--- src/sv/sliding_window_minimizer_macros.svh ---
// Assertion macros for the window minimizer, used by swm_back
`ifndef SLIDING_WINDOW_MINIMIZER_MACROS_SVH
`define SLIDING_WINDOW_MINIMIZER_MACROS_SVH

// implication checked on every clock edge outside reset
`define SWM_ASSERT_IMP(lbl, ante, cons, msg) \
  lbl: assert property (@(posedge clk_i) disable iff (!rst_ni) (ante) |-> (cons)) \
    else $error(msg);

// implication checked in the cycle after the antecedent
`define SWM_ASSERT_NEXT(lbl, ante, cons, msg) \
  lbl: assert property (@(posedge clk_i) disable iff (!rst_ni) (ante) |=> (cons)) \
    else $error(msg);

`endif

--- src/sv/swm_pkg.sv ---
// ----------------------------------------------------------------------------
// swm_pkg
// Types, constants and the masked hash for the window minimizer.
// ----------------------------------------------------------------------------
package swm_pkg;

  localparam int unsigned MaxWindow = 32;
  localparam int unsigned SlotW     = $clog2(MaxWindow);
  localparam int unsigned CntW      = $clog2(MaxWindow + 1);
  localparam int unsigned QDepth    = 2;

  localparam logic [0:0] RegKmerLen = 1'b0;
  localparam logic [0:0] RegWinSize = 1'b1;

  // classified item handed from front to back
  typedef struct packed {
    logic             seq_start;
    logic [63:0]      kmer;
    logic [63:0]      hash;
    logic [31:0]      rank;
    logic             dir;
  } item_t;

  // one window entry
  typedef struct packed {
    logic [63:0] kmer;
    logic [63:0] hash;
    logic [31:0] rank;
    logic [31:0] pos;
    logic        dir;
  } entry_t;

  typedef enum logic [2:0] {
    ST_IDLE,
    ST_DECIDE,
    ST_SCAN,
    ST_EMIT_RD,
    ST_EMIT
  } back_state_e;

  // 2k-bit mask, k above 32 saturates
  function automatic logic [63:0] hash_mask(input logic [5:0] k);
    logic [63:0] m;
    m = '1;
    if (k < 6'd32) begin
      m = (64'd1 << {k, 1'b0}) - 64'd1;
    end
    return m;
  endfunction

  // first half of the mixing network
  function automatic logic [63:0] mix_a(input logic [63:0] key, input logic [63:0] m);
    logic [63:0] x;
    x = (~key + (key << 21)) & m;
    x = x ^ (x >> 24);
    x = ((x + (x << 3)) + (x << 8)) & m;
    return x;
  endfunction

  // second half of the mixing network
  function automatic logic [63:0] mix_b(input logic [63:0] key, input logic [63:0] m);
    logic [63:0] x;
    x = key ^ (key >> 14);
    x = ((x + (x << 2)) + (x << 4)) & m;
    x = x ^ (x >> 28);
    x = (x + (x << 31)) & m;
    return x;
  endfunction

endpackage

--- src/sv/swm_queue.sv ---
// ----------------------------------------------------------------------------
// swm_queue
// Small FIFO decoupling the front end from the window engine.
// ----------------------------------------------------------------------------
module swm_queue (
  input  logic           clk_i,
  input  logic           rst_ni,
  input  logic           wr_valid_i,
  output logic           wr_ready_o,
  input  swm_pkg::item_t wr_item_i,
  output logic           rd_valid_o,
  input  logic           rd_ready_i,
  output swm_pkg::item_t rd_item_o
);

  localparam int unsigned PtrW = $clog2(swm_pkg::QDepth);

  swm_pkg::item_t       mem_q [swm_pkg::QDepth];
  logic [PtrW-1:0]      wp_q, rp_q;
  logic [PtrW:0]        cnt_q;
  logic                 do_wr, do_rd;

  assign wr_ready_o = cnt_q != (PtrW+1)'(swm_pkg::QDepth);
  assign rd_valid_o = cnt_q != '0;
  assign rd_item_o  = mem_q[rp_q];
  assign do_wr = wr_valid_i && wr_ready_o;
  assign do_rd = rd_valid_o && rd_ready_i;

  // pointers and fill count
  always_ff @(posedge clk_i or negedge rst_ni) begin
    if (!rst_ni) begin
      wp_q  <= '0;
      rp_q  <= '0;
      cnt_q <= '0;
    end else begin
      if (do_wr) wp_q <= wp_q + 1'b1;
      if (do_rd) rp_q <= rp_q + 1'b1;
      cnt_q <= cnt_q + (PtrW+1)'(do_wr) - (PtrW+1)'(do_rd);
    end
  end

  // storage
  always_ff @(posedge clk_i) begin
    if (do_wr) mem_q[wp_q] <= wr_item_i;
  end

endmodule

--- config.mk ---
export PLATFORM = sky130hd
export DESIGN_NAME = swm_queue
export DESIGN_NICKNAME = d
export VERILOG_FILES = /design/src/sv/sliding_window_minimizer_macros.svh /design/src/sv/swm_pkg.sv /design/src/sv/swm_queue.sv
export SDC_FILE = /design/constraint.sdc
export NUM_CORES = 1
export LEC_CHECK = 0
export BUFFER_PORTS_ARGS = -buffer_cell sky130_fd_sc_hd__buf_2
export CAP_MARGIN = 5
export CORE_MARGIN = 2
export CORE_UTILIZATION = 40
export CTS_BUF_LIST = sky130_fd_sc_hd__clkbuf_4
export CTS_CLUSTER_DIAMETER = 40
export DETAILED_ROUTE_END_ITERATION = 8
export GPL_TIMING_DRIVEN = 0
export PLACE_DENSITY = 0.76
export SLEW_MARGIN = 20
export SYNTH_ARGS = -nofsm -noshare
export SYNTH_HDL_FRONTEND = slang
export SYNTH_SLANG_ARGS = --single-unit
--- constraint.sdc ---
create_clock -name clk_i -period 11.5 [get_ports clk_i]
set_input_delay 0.575 -clock clk_i [delete_from_list [all_inputs] [get_ports clk_i]]
set_output_delay 0.575 -clock clk_i [all_outputs]
set_load 0.02 [all_outputs]
==> impl_results.md <==
- Clock transition time at the flip-flop clock pins of the worst setup and hold paths: 0.07 ns
- TritonCTS clock tree: yes
- Top-level I/O count: 330
- Hold Violations, Final: 0
- Routed wire per std cell: 17.6 µm
- Status: complete, no violations
- Source-to-sink clock delay at the later pin of the worst-skew pair: 0.66 ns
- Net count after synthesis: 693
- Detailed-routing wirelength on met1: 8490 µm
- Initial core utilization: 0.409
- Static Leakage: 6.16 nW
- Fin crit period: 2.64 ns
- CP Cell Sequence: buf_6 -> buf_6 -> buf_6 -> mux2_4 -> buf_2
- Critical path's largest stage delay: 0.34 ns
- Worst VDD drop: 0.163 mV
- Average footprint of a synthesized cell: 23.2 µm²
- Depth of the CTS H-tree: 3
- Layout overhead on the synthesized area: 28.5%
- Hold buffers post-CTS: 1
- Critical Setup Path Class: register to output pin
- Number of buffers created by CTS: 83
- Critical Path Start Type: register
- Number of different library cells in the post-synthesis netlist: 19
- Arrival time of data at the critical path endpoint: 2.06 ns
- Number of non-filler instances in the completed layout: 1400
- Max Clock Freq: 0.379 GHz
- Dominant synthesized flop cell: sky130_fd_sc_hd__edfxtp_1
- Cell repeated most along the worst path: sky130_fd_sc_hd__buf_6
- Detailed-routed wire length on met3: 2320 µm
- Clock skew: 0.0346 ns
- Setup violations, final: 0
- Maximum buffer depth of the clock tree: 3
- Via count of the first global-routing pass: 7156
- Count of filler cells inserted in the layout: 2452
- Met2 wire len: 12900 µm
- Die outline area: 31900 µm²
- RSZ-0062 raised after global routing: false
- Grt total ovfl: 0
- Depth of the worst hold-timing path: 1
- Cells after synthesis: 526
- Hold_ws: 0.0848 ns
- Nets: 1119
- Path length in cells of the critical path: 5
- Cells taking the most area after synthesis: sky130_fd_sc_hd__edfxtp_1 (80%), sky130_fd_sc_hd__mux2_4 (8.6%), sky130_fd_sc_hd__mux2_2 (8.5%)
- Part of the Yosys area used for sequential elements: 0.807
- Post-synthesis cell type with the largest combined area: sky130_fd_sc_hd__edfxtp_1
- Total half-perimeter wirelength after legalization and detailed placement: 17400 µm
- Capturing element type of the critical path: output pin
- Number of antenna violations at the first check in global routing: 8
- Max Cap Viol: 0
- Final worst path period share: 0.229
- Cell with the most instances after synthesis: sky130_fd_sc_hd__edfxtp_1
- DRC errors left: 0
- Number of pins exceeding their max-slew limit in the final report: 0
- Count of cells along the worst register-to-register path: 4
- Detailed-route vias per instance: 4.66
- Worst slew margin relative to its limit: 0.659
- Clock sink count: 328
- First-pass GRT wire length: 35900 µm
- Post-CTS Setup Inserts: 0
- Top routing layer used: met5
- Starting DRC count in detailed routing: 216
- Die Width: 179 µm
- Routed wire length: 24600 µm
- Proportion of synthesized flip-flops having asynchronous set or reset: 0.0122
- RePlAce Congestion: 0.720
- Total iterations of the first detailed-routing run: 4
- Share of the synthesized area in the top cell type: 0.799
- Worst-Margin Slew: 0.510 ns
- Ratio of cells with drive above 1 in the final layout: 0.649
- Number of cells upsized or downsized after cts: 0
- Data required time of the worst path: 10.93 ns
- Vias post-DR: 6530
- Pin count of the biggest net entering global routing: 48
- Number of flip-flops and latches in the synthesized netlist: 328
- Die span in y: 179 µm
- Dominant delay contributor by cell family on the critical path: buffers and inverters
- Remaining number of nets flagged by the antenna check after routing: 0
- Synth warn: 0
- Path category of the worst min-delay check: input pin to register
- Count of input and output buffers: 329
- Slowest cell on the critical path: sky130_fd_sc_hd__dfrtp_1
- Rows: 63
- Largest driver fanout on the critical path: 10
- Number of enable-type register cells in the synthesized netlist: 324
- Post-synthesis instance area: 12200 µm²
- Leading post-synthesis cells by instance count: sky130_fd_sc_hd__edfxtp_1 (324), sky130_fd_sc_hd__mux2_2 (92), sky130_fd_sc_hd__mux2_4 (70), sky130_fd_sc_hd__buf_2 (9), sky130_fd_sc_hd__buf_6 (9)
- Placeable core region: 29800 µm²
- Power density over the cells: 263 nW/µm²
- Post-placement cell count: 1256
- Buffering stage count on the worst path with inverters included: 4
- CTS Root Buffer Type: sky130_fd_sc_hd__clkbuf_4
- Total Routing Usage GR: 0.149
-- worst reg2reg max path, stage by stage (launching register included) --
cell and delay, ns:
sky130_fd_sc_hd__dfrtp_1 0.43, sky130_fd_sc_hd__nand2b_1 0.18, sky130_fd_sc_hd__and3_4 0.50, sky130_fd_sc_hd__buf_16 0.33, sky130_fd_sc_hd__buf_16 0.29
-- path summary, 6_finish.rpt --
check                                   startpoint                 endpoint  slack, ns
worst max-delay path              rp_q$_DFFE_PN0P_           rd_item_o[130]       8.86
worst min-delay path                 wr_item_i[87]   mem_q[1][87]$_DFFE_PP_       0.08
worst max register to register  cnt_q[0]$_DFF_PN0_  mem_q[1][117]$_DFFE_PP_       9.36
worst min register to register    wp_q$_DFFE_PN0P_         wp_q$_DFFE_PN0P_       0.56
max in group asynchronous                   rst_ni       cnt_q[1]$_DFF_PN0_      11.11
min in group asynchronous                   rst_ni       cnt_q[0]$_DFF_PN0_       0.25
-- area by class of cell --
cell class	instances	area, µm²	share of cell area
Antenna cell	4	10.0	0.000640
Buffer	18	146	0.00935
Clock buffer	117	878	0.0561
Clock inverter	22	135	0.00863
Multi-Input combinational cell	180	2220	0.142
Sequential cell	328	9830	0.628
Tap cell	390	488	0.0312
Timing Repair Buffer	341	1940	0.124
-- layout by cell type (no fill, tap or decap), types with 2 or more instances in the layout --
master                       netlist  final
sky130_fd_sc_hd__clkinv_1          0     10
sky130_fd_sc_hd__xnor2_1           3      3
sky130_fd_sc_hd__mux2_4           70     70
sky130_fd_sc_hd__clkinvlp_4        0      2
sky130_fd_sc_hd__nor2_1            3      2
sky130_fd_sc_hd__dfrtp_1           4      4
sky130_fd_sc_hd__edfxtp_1        324    324
sky130_fd_sc_hd__clkinv_2          0      7
sky130_fd_sc_hd__mux2_2           92     92
sky130_fd_sc_hd__diode_2           0      4
sky130_fd_sc_hd__clkbuf_4          0    117
sky130_fd_sc_hd__buf_6             9      9
sky130_fd_sc_hd__nand2_1           2      2
sky130_fd_sc_hd__buf_12            0      2
sky130_fd_sc_hd__buf_2             9    338
sky130_fd_sc_hd__buf_16            0      9
-- power by group --
part / switching, W / internal, W / total (W) / leakage [nW]
clock: 0.000436 / 0.000492 / 0.000928 / 0.604
sequential: 0.0000609 / 0.00163 / 0.00169 / 3.06
combinational: 0.000859 / 0.000644 / 0.00150 / 2.49
-- state kept, by name, indices dropped and copies added (netlist names) --
name	count
cnt_q	2
mem_q	324
rp_q	1
wp_q	1
-- layer usage --
layer	up-vias	GRT usage
li1	3014	-
met1	3156	0.144
met2	281	0.269
met3	71	0.0633
met4	8	0.0732
met5	-	0
-- cell families after synthesis --
group / Yosys count / share of synthesized area
simple gates: 10 / 0.00401
compound gates: 4 / 0.00257
flops: 328 / 0.807
buf+inv: 18 / 0.0120
mux: 162 / 0.171
xor+xnor: 3 / 0.00216
fa+ha+maj: 1 / 0.00103
-- metrics by stage --
step	setup TNS, ns	utilization	power [W]	setup slack (ns)	area [µm²]
after global placement	-100.49	0.480	0.00324	-0.635	14300
final	0	0.525	0.00412	8.86	15700
after floorplan	0	-	0.00277	3.29	12200
after detailed placement	0	0.491	0.00325	9.23	14600
after global routing	0	0.525	0.00434	8.70	15600
after CTS	0	0.525	0.00419	8.75	15600
No activity file was read; power rests on OpenSTA's default activity.
