### config.mk
export PLATFORM = sky130hd
export DESIGN_NAME = swm_front
export DESIGN_NICKNAME = d
export VERILOG_FILES = /design/src/sv/sliding_window_minimizer_macros.svh /design/src/sv/swm_pkg.sv /design/src/sv/swm_front.sv
export SDC_FILE = /design/constraint.sdc
export NUM_CORES = 1
export LEC_CHECK = 0
export BUFFER_PORTS_ARGS = -buffer_cell sky130_fd_sc_hd__buf_4
export CAP_MARGIN = 40
export CORE_MARGIN = 10
export CORE_UTILIZATION = 60
export CTS_BUF_LIST = sky130_fd_sc_hd__clkbuf_16
export CTS_CLUSTER_DIAMETER = 150
export CTS_CLUSTER_SIZE = 28
export DETAILED_ROUTE_END_ITERATION = 16
export PLACE_DENSITY = 0.81
export SLEW_MARGIN = 20
export SYNTH_ARGS = -nofsm -noshare
export SYNTH_HDL_FRONTEND = slang
export SYNTH_SLANG_ARGS = --single-unit
### constraint.sdc
create_clock -name clk_i -period 12.7 [get_ports clk_i]
set_input_delay 1.905 -clock clk_i [delete_from_list [all_inputs] [get_ports clk_i]]
set_output_delay 1.905 -clock clk_i [all_outputs]
set_load 0.005 [all_outputs]
### src/sv/sliding_window_minimizer_macros.svh
// Assertion macros for the window minimizer, used by swm_back
`ifndef SLIDING_WINDOW_MINIMIZER_MACROS_SVH
`define SLIDING_WINDOW_MINIMIZER_MACROS_SVH

// implication checked on every clock edge outside reset
`define SWM_ASSERT_IMP(lbl, ante, cons, msg) \
  lbl: assert property (@(posedge clk_i) disable iff (!rst_ni) (ante) |-> (cons)) \
    else $error(msg);

// implication checked in the cycle after the antecedent
`define SWM_ASSERT_NEXT(lbl, ante, cons, msg) \
  lbl: assert property (@(posedge clk_i) disable iff (!rst_ni) (ante) |=> (cons)) \
    else $error(msg);

`endif

### src/sv/swm_pkg.sv
// ----------------------------------------------------------------------------
// swm_pkg
// Types, constants and the masked hash for the window minimizer.
// ----------------------------------------------------------------------------
package swm_pkg;

  localparam int unsigned MaxWindow = 32;
  localparam int unsigned SlotW     = $clog2(MaxWindow);
  localparam int unsigned CntW      = $clog2(MaxWindow + 1);
  localparam int unsigned QDepth    = 2;

  localparam logic [0:0] RegKmerLen = 1'b0;
  localparam logic [0:0] RegWinSize = 1'b1;

  // classified item handed from front to back
  typedef struct packed {
    logic             seq_start;
    logic [63:0]      kmer;
    logic [63:0]      hash;
    logic [31:0]      rank;
    logic             dir;
  } item_t;

  // one window entry
  typedef struct packed {
    logic [63:0] kmer;
    logic [63:0] hash;
    logic [31:0] rank;
    logic [31:0] pos;
    logic        dir;
  } entry_t;

  typedef enum logic [2:0] {
    ST_IDLE,
    ST_DECIDE,
    ST_SCAN,
    ST_EMIT_RD,
    ST_EMIT
  } back_state_e;

  // 2k-bit mask, k above 32 saturates
  function automatic logic [63:0] hash_mask(input logic [5:0] k);
    logic [63:0] m;
    m = '1;
    if (k < 6'd32) begin
      m = (64'd1 << {k, 1'b0}) - 64'd1;
    end
    return m;
  endfunction

  // first half of the mixing network
  function automatic logic [63:0] mix_a(input logic [63:0] key, input logic [63:0] m);
    logic [63:0] x;
    x = (~key + (key << 21)) & m;
    x = x ^ (x >> 24);
    x = ((x + (x << 3)) + (x << 8)) & m;
    return x;
  endfunction

  // second half of the mixing network
  function automatic logic [63:0] mix_b(input logic [63:0] key, input logic [63:0] m);
    logic [63:0] x;
    x = key ^ (key >> 14);
    x = ((x + (x << 2)) + (x << 4)) & m;
    x = x ^ (x >> 28);
    x = (x + (x << 31)) & m;
    return x;
  endfunction

endpackage

### src/sv/swm_front.sv
// ----------------------------------------------------------------------------
// swm_front
// Accepts k-mers, picks the canonical code and hashes it in two stages.
// ----------------------------------------------------------------------------
module swm_front (
  input  logic              clk_i,
  input  logic              rst_ni,
  input  logic [5:0]        kmer_length_i,
  input  logic              in_valid_i,
  output logic              in_ready_o,
  input  logic              seq_start_i,
  input  logic [63:0]       kmer_fwd_i,
  input  logic [63:0]       kmer_rev_i,
  input  logic [31:0]       kmer_rank_i,
  output logic              out_valid_o,
  input  logic              out_ready_i,
  output swm_pkg::item_t    out_item_o
);

  logic           s1_vld_q, s1_vld_d;
  swm_pkg::item_t s1_q;
  logic [63:0]    mask_q;
  logic           s2_vld_q, s2_vld_d;
  swm_pkg::item_t s2_q;
  logic           s2_adv, s1_adv;
  logic           fwd_lt;

  assign fwd_lt = kmer_fwd_i < kmer_rev_i;
  assign s2_adv = !s2_vld_q || out_ready_i;
  assign s1_adv = !s1_vld_q || s2_adv;
  assign in_ready_o = s1_adv;
  assign out_valid_o = s2_vld_q;
  assign out_item_o = s2_q;

  assign s1_vld_d = s1_adv ? in_valid_i : s1_vld_q;
  assign s2_vld_d = s2_adv ? s1_vld_q : s2_vld_q;

  // valid flags
  always_ff @(posedge clk_i or negedge rst_ni) begin
    if (!rst_ni) begin
      s1_vld_q <= 1'b0;
      s2_vld_q <= 1'b0;
    end else begin
      s1_vld_q <= s1_vld_d;
      s2_vld_q <= s2_vld_d;
    end
  end

  // payload stages: canonical code plus first hash half, then second half
  always_ff @(posedge clk_i) begin
    if (s1_adv && in_valid_i) begin
      mask_q          <= swm_pkg::hash_mask(kmer_length_i);
      s1_q.seq_start  <= seq_start_i;
      s1_q.kmer       <= fwd_lt ? kmer_fwd_i : kmer_rev_i;
      s1_q.hash       <= swm_pkg::mix_a(fwd_lt ? kmer_fwd_i : kmer_rev_i,
                                        swm_pkg::hash_mask(kmer_length_i));
      s1_q.rank       <= kmer_rank_i;
      s1_q.dir        <= !fwd_lt;
    end
    if (s2_adv && s1_vld_q) begin
      s2_q.seq_start <= s1_q.seq_start;
      s2_q.kmer      <= s1_q.kmer;
      s2_q.hash      <= swm_pkg::mix_b(s1_q.hash, mask_q);
      s2_q.rank      <= s1_q.rank;
      s2_q.dir       <= s1_q.dir;
    end
  end

endmodule

==> flow_summary.json, run 1 <==
{
  "run_status": "completed",
  "number_of_pins_with_negative_max_slew_slack_in_the_final_report": 0,
  "detailed_place_hpwl_microns": 83900,
  "setup_viol": 0,
  "worst_setup_path_category": "in2reg",
  "setup_slack_ns": 0.783,
  "critical-path-top-delay-family": "compound AO/OA/AOI/OAI gates",
  "vias": 25200,
  "netlist_area_sq_um": 30700,
  "register_area_share_after_synthesis_pct": 38.0,
  "pin_count_of_the_biggest_net_entering_global_routing": 65,
  "floorplan.io_pins": 335,
  "dpl.cell_count": 4070,
  "design.die.area_sq_um": 60600,
  "cts_hold_repair.buffers": 0,
  "synth_top_area_share_pct": 37.8,
  "fin_setup_tns_ns": 0,
  "via_count_of_the_first_global_routing_pass": 25000,
  "final_period_minus_worst_setup_slack_ns": 11.92,
  "nNetsFinal": 3965,
  "worstMarginPinSlew_ns": 0.951,
  "cts_tree": "yes",
  "routed_wirelength_microns": 99400,
  "crit_path_max_incr_delay_ns": 0.44,
  "place_congestion": 1.02,
  "cts.sinks": 389,
  "yosysWarningCount": 0,
  "min_period_over_period_pct": 93.8,
  "cp_data_required_time_ns": 13.02,
  "grt_first_pass_wirelength_microns": 149000,
  "instances_no_fill": 4101,
  "detail_route.iter0.violations": 2830,
  "fillCellCount": 3831,
  "synth_cell_type_count": 103,
  "grt_overflow": 0,
  "cp.buffers_inverters": 4,
  "syn_to_final_growth_pct": 13.7,
  "place_ws_ns": 0.255,
  "average_vias_per_placed_instance": 6.13,
  "detailedRoute.firstPassIterationCount": 14,
  "cts_htree_levels": 1,
  "port-buffer-count": 334,
  "ys_seq_elements": 389,
  "startpoint_type": "input pin",
  "detail_routed_net_length_per_standard_cell_microns": 24.2,
  "detail-route-antenna-nets": 0,
  "std_cell_rows": 82,
  "critPathCaptureType": "flop",
  "layout-drive-gt1-share_pct": 14.6,
  "drc_errors_left": 0,
  "gr-usage-all-layers_pct": 32.0,
  "area.sequential_sq_um": 11700,
  "hold_class": "reg2reg",
  "postSynthAreaPerCell_sq_um": 10.0,
  "synth_fp_nets": 3601,
  "drv_cap": 0,
  "synth_cells": 3056,
  "asr_flop_ratio_synth_pct": 0.514,
  "clk_transition_reported_paths_ns": 0.11,
  "die_h_microns": 246,
  "ys_top_cells_by_count": "sky130_fd_sc_hd__edfxtp_1 (387), sky130_fd_sc_hd__ha_1 (289), sky130_fd_sc_hd__inv_1 (267), sky130_fd_sc_hd__nand2_1 (263), sky130_fd_sc_hd__a21oi_1 (210)",
  "critical_path.max_fanout": 41,
  "maxSlewHeadroom_pct": 36.6,
  "arrival_time_at_the_worst_endpoint_ns": 12.23,
  "post-synth-top-count-cell": "sky130_fd_sc_hd__edfxtp_1",
  "synth.top_cells.by_area": "sky130_fd_sc_hd__edfxtp_1 (38%), sky130_fd_sc_hd__ha_1 (12%), sky130_fd_sc_hd__fa_1 (5.5%)",
  "fmax_mhz": 83.9,
  "hold_viol": 0,
  "synth_top_cell_by_area": "sky130_fd_sc_hd__edfxtp_1",
  "fin_util_pct": 69.3,
  "die-width_microns": 246,
  "initial_core_util_pct": 61.0,
  "worst_clock_skew_ns": 0.0374,
  "slowest_stage": "sky130_fd_sc_hd__mux2i_2",
  "cts.path.max_buffers": 3,
  "synth_edf_count": 387,
  "grt_antenna_before_repair": 1,
  "placeableCoreArea_sq_um": 50400,
  "cts_buffers": 18,
  "grt_setup_unrepaired": "false",
  "clock_insertion_delay_worst_skew_ns": 0.57,
  "multi_input_comb_area_sq_um": 17800,
  "synthFlopType": "sky130_fd_sc_hd__edfxtp_1",
  "cts.root.buffer_cell": "sky130_fd_sc_hd__clkbuf_16"
}
==> state kept, by name (all words and copies together) (netlist names) <==
| name | flops |
|---|---|
| out_valid_o | 1 |
| s1_vld_q | 1 |
| s1_q | 162 |
| out_item_o | 162 |
| mask_q | 63 |
==> final timing paths <==
check / startpoint / to / slack, ns / depth (start not counted)
setup / recovery: kmer_fwd_i[59] / s1_q[95] / 0.78 / 47
hold / removal: s1_q[143] / out_item_o[143] / 0.39 / 0
setup reg to reg: s1_q[51] / out_item_o[96] / 1.65 / 38
hold reg to reg: s1_q[143] / out_item_o[143] / 0.39 / 0
max in group asynchronous: rst_ni / out_valid_o / 11.51 / 1
min in group asynchronous: rst_ni / s1_vld_q / 1.10 / 1
==> area by class of cell <==
cell class	count	share of cell area, %
diodes	1	0.00716
clock buffers	18	1.29
clock inverters	10	0.229
inverters	273	2.94
multi-input cells	2336	51.0
flip-flops and latches	389	33.4
well taps	672	2.41
repair buffers	402	8.75
==> cells in the final DEF, fill, tap and decap left out, types with 22 or more instances in the layout <==
cell type and count:
sky130_fd_sc_hd__and3_1 27, sky130_fd_sc_hd__a21o_1 138, sky130_fd_sc_hd__nor2_1 179, sky130_fd_sc_hd__fa_1 85, sky130_fd_sc_hd__and2_1 121, sky130_fd_sc_hd__a21boi_0 30, sky130_fd_sc_hd__a21oi_1 210, sky130_fd_sc_hd__o21ai_0 158
sky130_fd_sc_hd__nand4_1 22, sky130_fd_sc_hd__nor3_1 36, sky130_fd_sc_hd__ha_1 289, sky130_fd_sc_hd__o21bai_1 43, sky130_fd_sc_hd__edfxtp_1 387, sky130_fd_sc_hd__nand2_1 263, sky130_fd_sc_hd__nand2b_1 44, sky130_fd_sc_hd__xor2_1 144
sky130_fd_sc_hd__buf_4 394, sky130_fd_sc_hd__xnor2_1 175, sky130_fd_sc_hd__nand3_1 46, sky130_fd_sc_hd__inv_1 274
==> layer usage <==
| metal | wire length [microns] | global-route usage, % | share of wire (%) |
|---|---|---|---|
| met1 | 39100 | 39.5 | 39 |
| met5 | 15 | 0 | 0.015 |
| met3 | 7280 | 4.81 | 7.3 |
| met2 | 47900 | 54.5 | 48 |
| met4 | 5140 | 14.4 | 5.2 |
==> stage by stage <==
stage,area (sq um),hold WS [ns]
6_report,34900,0.395
5_1_grt,34900,0.386
4_1_cts,34900,0.393
3_5_place_dp,34400,0.405
3_3_place_gp,34300,0.400
2_1_floorplan,30700,0.400
==> repair_timing <==
action	in CTS	in global routing
setup buffers	0	0
setup endpoints to repair	0	3
hold endpoints to repair	0	0
gates resized for setup	0	2
==> kinds of logic after synthesis <==
logic type | count (synthesis) | share of synthesized area [%]
AOI/OAI and AO/OA | 768 | 16.4
xor gates and xnor gates | 330 | 9.77
adders and majority gates | 386 | 17.7
buffers and inverters | 331 | 4.11
DFF | 389 | 38.0
muxes | 16 | 0.558
and+or+nand+nor | 836 | 13.5
Power of run 1 is not shown: default switching activity piles up to over one toggle a cycle in this logic, so the estimate is an artifact.
==> run 2, diff against run 1 <==
--- a/config.mk
+++ b/config.mk
@@ -8,12 +8,11 @@
 export BUFFER_PORTS_ARGS = -buffer_cell sky130_fd_sc_hd__buf_4
 export CAP_MARGIN = 40
 export CORE_MARGIN = 10
-export CORE_UTILIZATION = 60
+export CORE_UTILIZATION = 29
 export CTS_BUF_LIST = sky130_fd_sc_hd__clkbuf_16
 export CTS_CLUSTER_DIAMETER = 150
 export CTS_CLUSTER_SIZE = 28
 export DETAILED_ROUTE_END_ITERATION = 16
-export PLACE_DENSITY = 0.81
 export SLEW_MARGIN = 20
 export SYNTH_ARGS = -nofsm -noshare
 export SYNTH_HDL_FRONTEND = slang
==> run 2 against run 1 <==
  * Global-route usage fell by 15 points
  * Clock-buffer cell count rose by 1
  * Highest routed layer unchanged
  * Die area rose by 97%
  * Largest cell class unchanged
==> flow_summary.json, run 2 (synthesis results as in run 1) <==
{
  "die-width_microns": 345,
  "slowest_stage": "sky130_fd_sc_hd__a2111oi_1",
  "instances_no_fill": 4835,
  "cts.path.max_buffers": 3,
  "std_cell_rows": 119,
  "most_common_cell_on_crit_path": "sky130_fd_sc_hd__a21oi_1",
  "design.die.area_sq_um": 119000,
  "cts_tree": "yes",
  "pin_count_of_the_biggest_net_entering_global_routing": 62,
  "startpoint_type": "input pin",
  "cts_htree_levels": 1,
  "critical_path.max_fanout": 12,
  "detail_route.iter0.violations": 2290,
  "layout.cells.most_common": "sky130_fd_sc_hd__buf_4",
  "setup_viol": 0,
  "average_vias_per_placed_instance": 5.00,
  "drv_cap": 0,
  "worst_setup_path_category": "in2reg",
  "grt_antenna_before_repair": 4,
  "routed_wirelength_microns": 107000,
  "fmax_mhz": 84.5,
  "syn_to_final_growth_pct": 17.2,
  "dpl.cell_count": 4795,
  "final_cell_mix": "sky130_fd_sc_hd__buf_4 (396), sky130_fd_sc_hd__edfxtp_1 (387), sky130_fd_sc_hd__ha_1 (289)",
  "worst_clock_skew_ns": 0.0244,
  "place_congestion": 0.935,
  "gr-usage-all-layers_pct": 17.2,
  "arrival_time_at_the_worst_endpoint_ns": 12.18,
  "grt_setup_unrepaired": "false",
  "via_count_of_the_first_global_routing_pass": 23800,
  "layout-drive-gt1-share_pct": 14.9,
  "worstMarginPinSlew_ns": 0.945,
  "port-buffer-count": 334,
  "regToRegSetupSlack_ns": 1.86,
  "clk_transition_reported_paths_ns": 0.11,
  "die_h_microns": 345,
  "placeableCoreArea_sq_um": 105000,
  "hold_class": "reg2reg",
  "grt_first_pass_wirelength_microns": 158000,
  "grt_overflow": 0,
  "critPathCaptureType": "flop",
  "fin_setup_tns_ns": 0,
  "cp_data_required_time_ns": 13.04,
  "min_period_over_period_pct": 93.2,
  "nNetsFinal": 3975,
  "cts.sinks": 389,
  "floorplan.io_pins": 335,
  "maxSlewHeadroom_pct": 37.0,
  "detail_routed_net_length_per_standard_cell_microns": 22.2,
  "fillCellCount": 10700,
  "crit_path_max_incr_delay_ns": 0.53,
  "number_of_pins_with_negative_max_slew_slack_in_the_final_report": 0,
  "initial_core_util_pct": 29.2,
  "cts_buffers": 18,
  "final_period_minus_worst_setup_slack_ns": 11.84,
  "cts.root.buffer_cell": "sky130_fd_sc_hd__clkbuf_16",
  "clock_insertion_delay_worst_skew_ns": 0.60,
  "drc_errors_left": 0,
  "detail-route-antenna-nets": 0,
  "detailed_place_hpwl_microns": 90400,
  "vias": 24200,
  "detailedRoute.firstPassIterationCount": 6,
  "run_status": "completed",
  "hold_viol": 0
}
-- run 2: cell count changes in the layout (fill, tap and decap cells not counted), moves of 2 or more --
cell	before	now
sky130_fd_sc_hd__buf_12	1	5
sky130_fd_sc_hd__diode_2	1	4
sky130_fd_sc_hd__buf_2	2	4
sky130_fd_sc_hd__buf_4	394	396
-- run 2: layout make-up --
type	instances	area (sq um)	share of cell area (%)
clock inverters	11	67.6	0.188
flip-flops and latches	389	11700	32.4
inverters	273	1030	2.85
repair buffers	412	3190	8.88
diodes	4	10.0	0.0278
clock buffers	19	475	1.32
well taps	1391	1740	4.84
multi-input cells	2336	17800	49.5
-- run 2: worst paths after layout --
path / depth (start not counted) / end / startpoint
max: 46 / s1_q[95] / kmer_rev_i[13]
min: 0 / out_item_o[127] / s1_q[127]
max reg2reg: 36 / out_item_o[96] / s1_q[51]
min reg2reg: 0 / out_item_o[127] / s1_q[127]
max in group asynchronous: 1 / s1_vld_q / rst_ni
min in group asynchronous: 1 / out_valid_o / rst_ni
-- run 2: timing repair --
item	4_1_cts	5_1_grt
hold buffers	0	0
setup endpoints to repair	0	3
endpoints found under the hold margin	0	0
setup buffers	0	0
gates resized for setup	0	3
-- run 2: worst max-delay path, delay by kind of cell --
family / cells / cell delay [ns]
AOI/OAI and AO/OA: 26 / 5.86
xor gates and xnor gates: 3 / 0.91
adders and majority gates: 5 / 1.34
buffers and inverters: 5 / 0.59
and+or+nand+nor: 7 / 1.57
-- run 2: stage by stage --
step           hold slack (ns)  setup slack (ns)  utilization, %  area (sq um)
3_5_place_dp             0.405             0.160            33.6         35400
3_3_place_gp             0.400             0.231            33.5         35300
2_1_floorplan            0.400             0.293               -         30700
5_1_grt                  0.433            0.0559            34.2         36000
6_report                 0.423             0.864            34.2         36000
4_1_cts                  0.422             0.768            34.1         35900
-- run 2: metal layers --
metal / GRT usage [%] / vias to the layer above / share of wire [%]
li1: - / 11600 / -
met1: 23.2 / 11500 / 44
met2: 28.4 / 873 / 46
met3: 2.71 / 133 / 6.6
met4: 4.48 / 2 / 3.1
met5: 0 / - / 0.010
Power of run 2 is left out for the same reason.
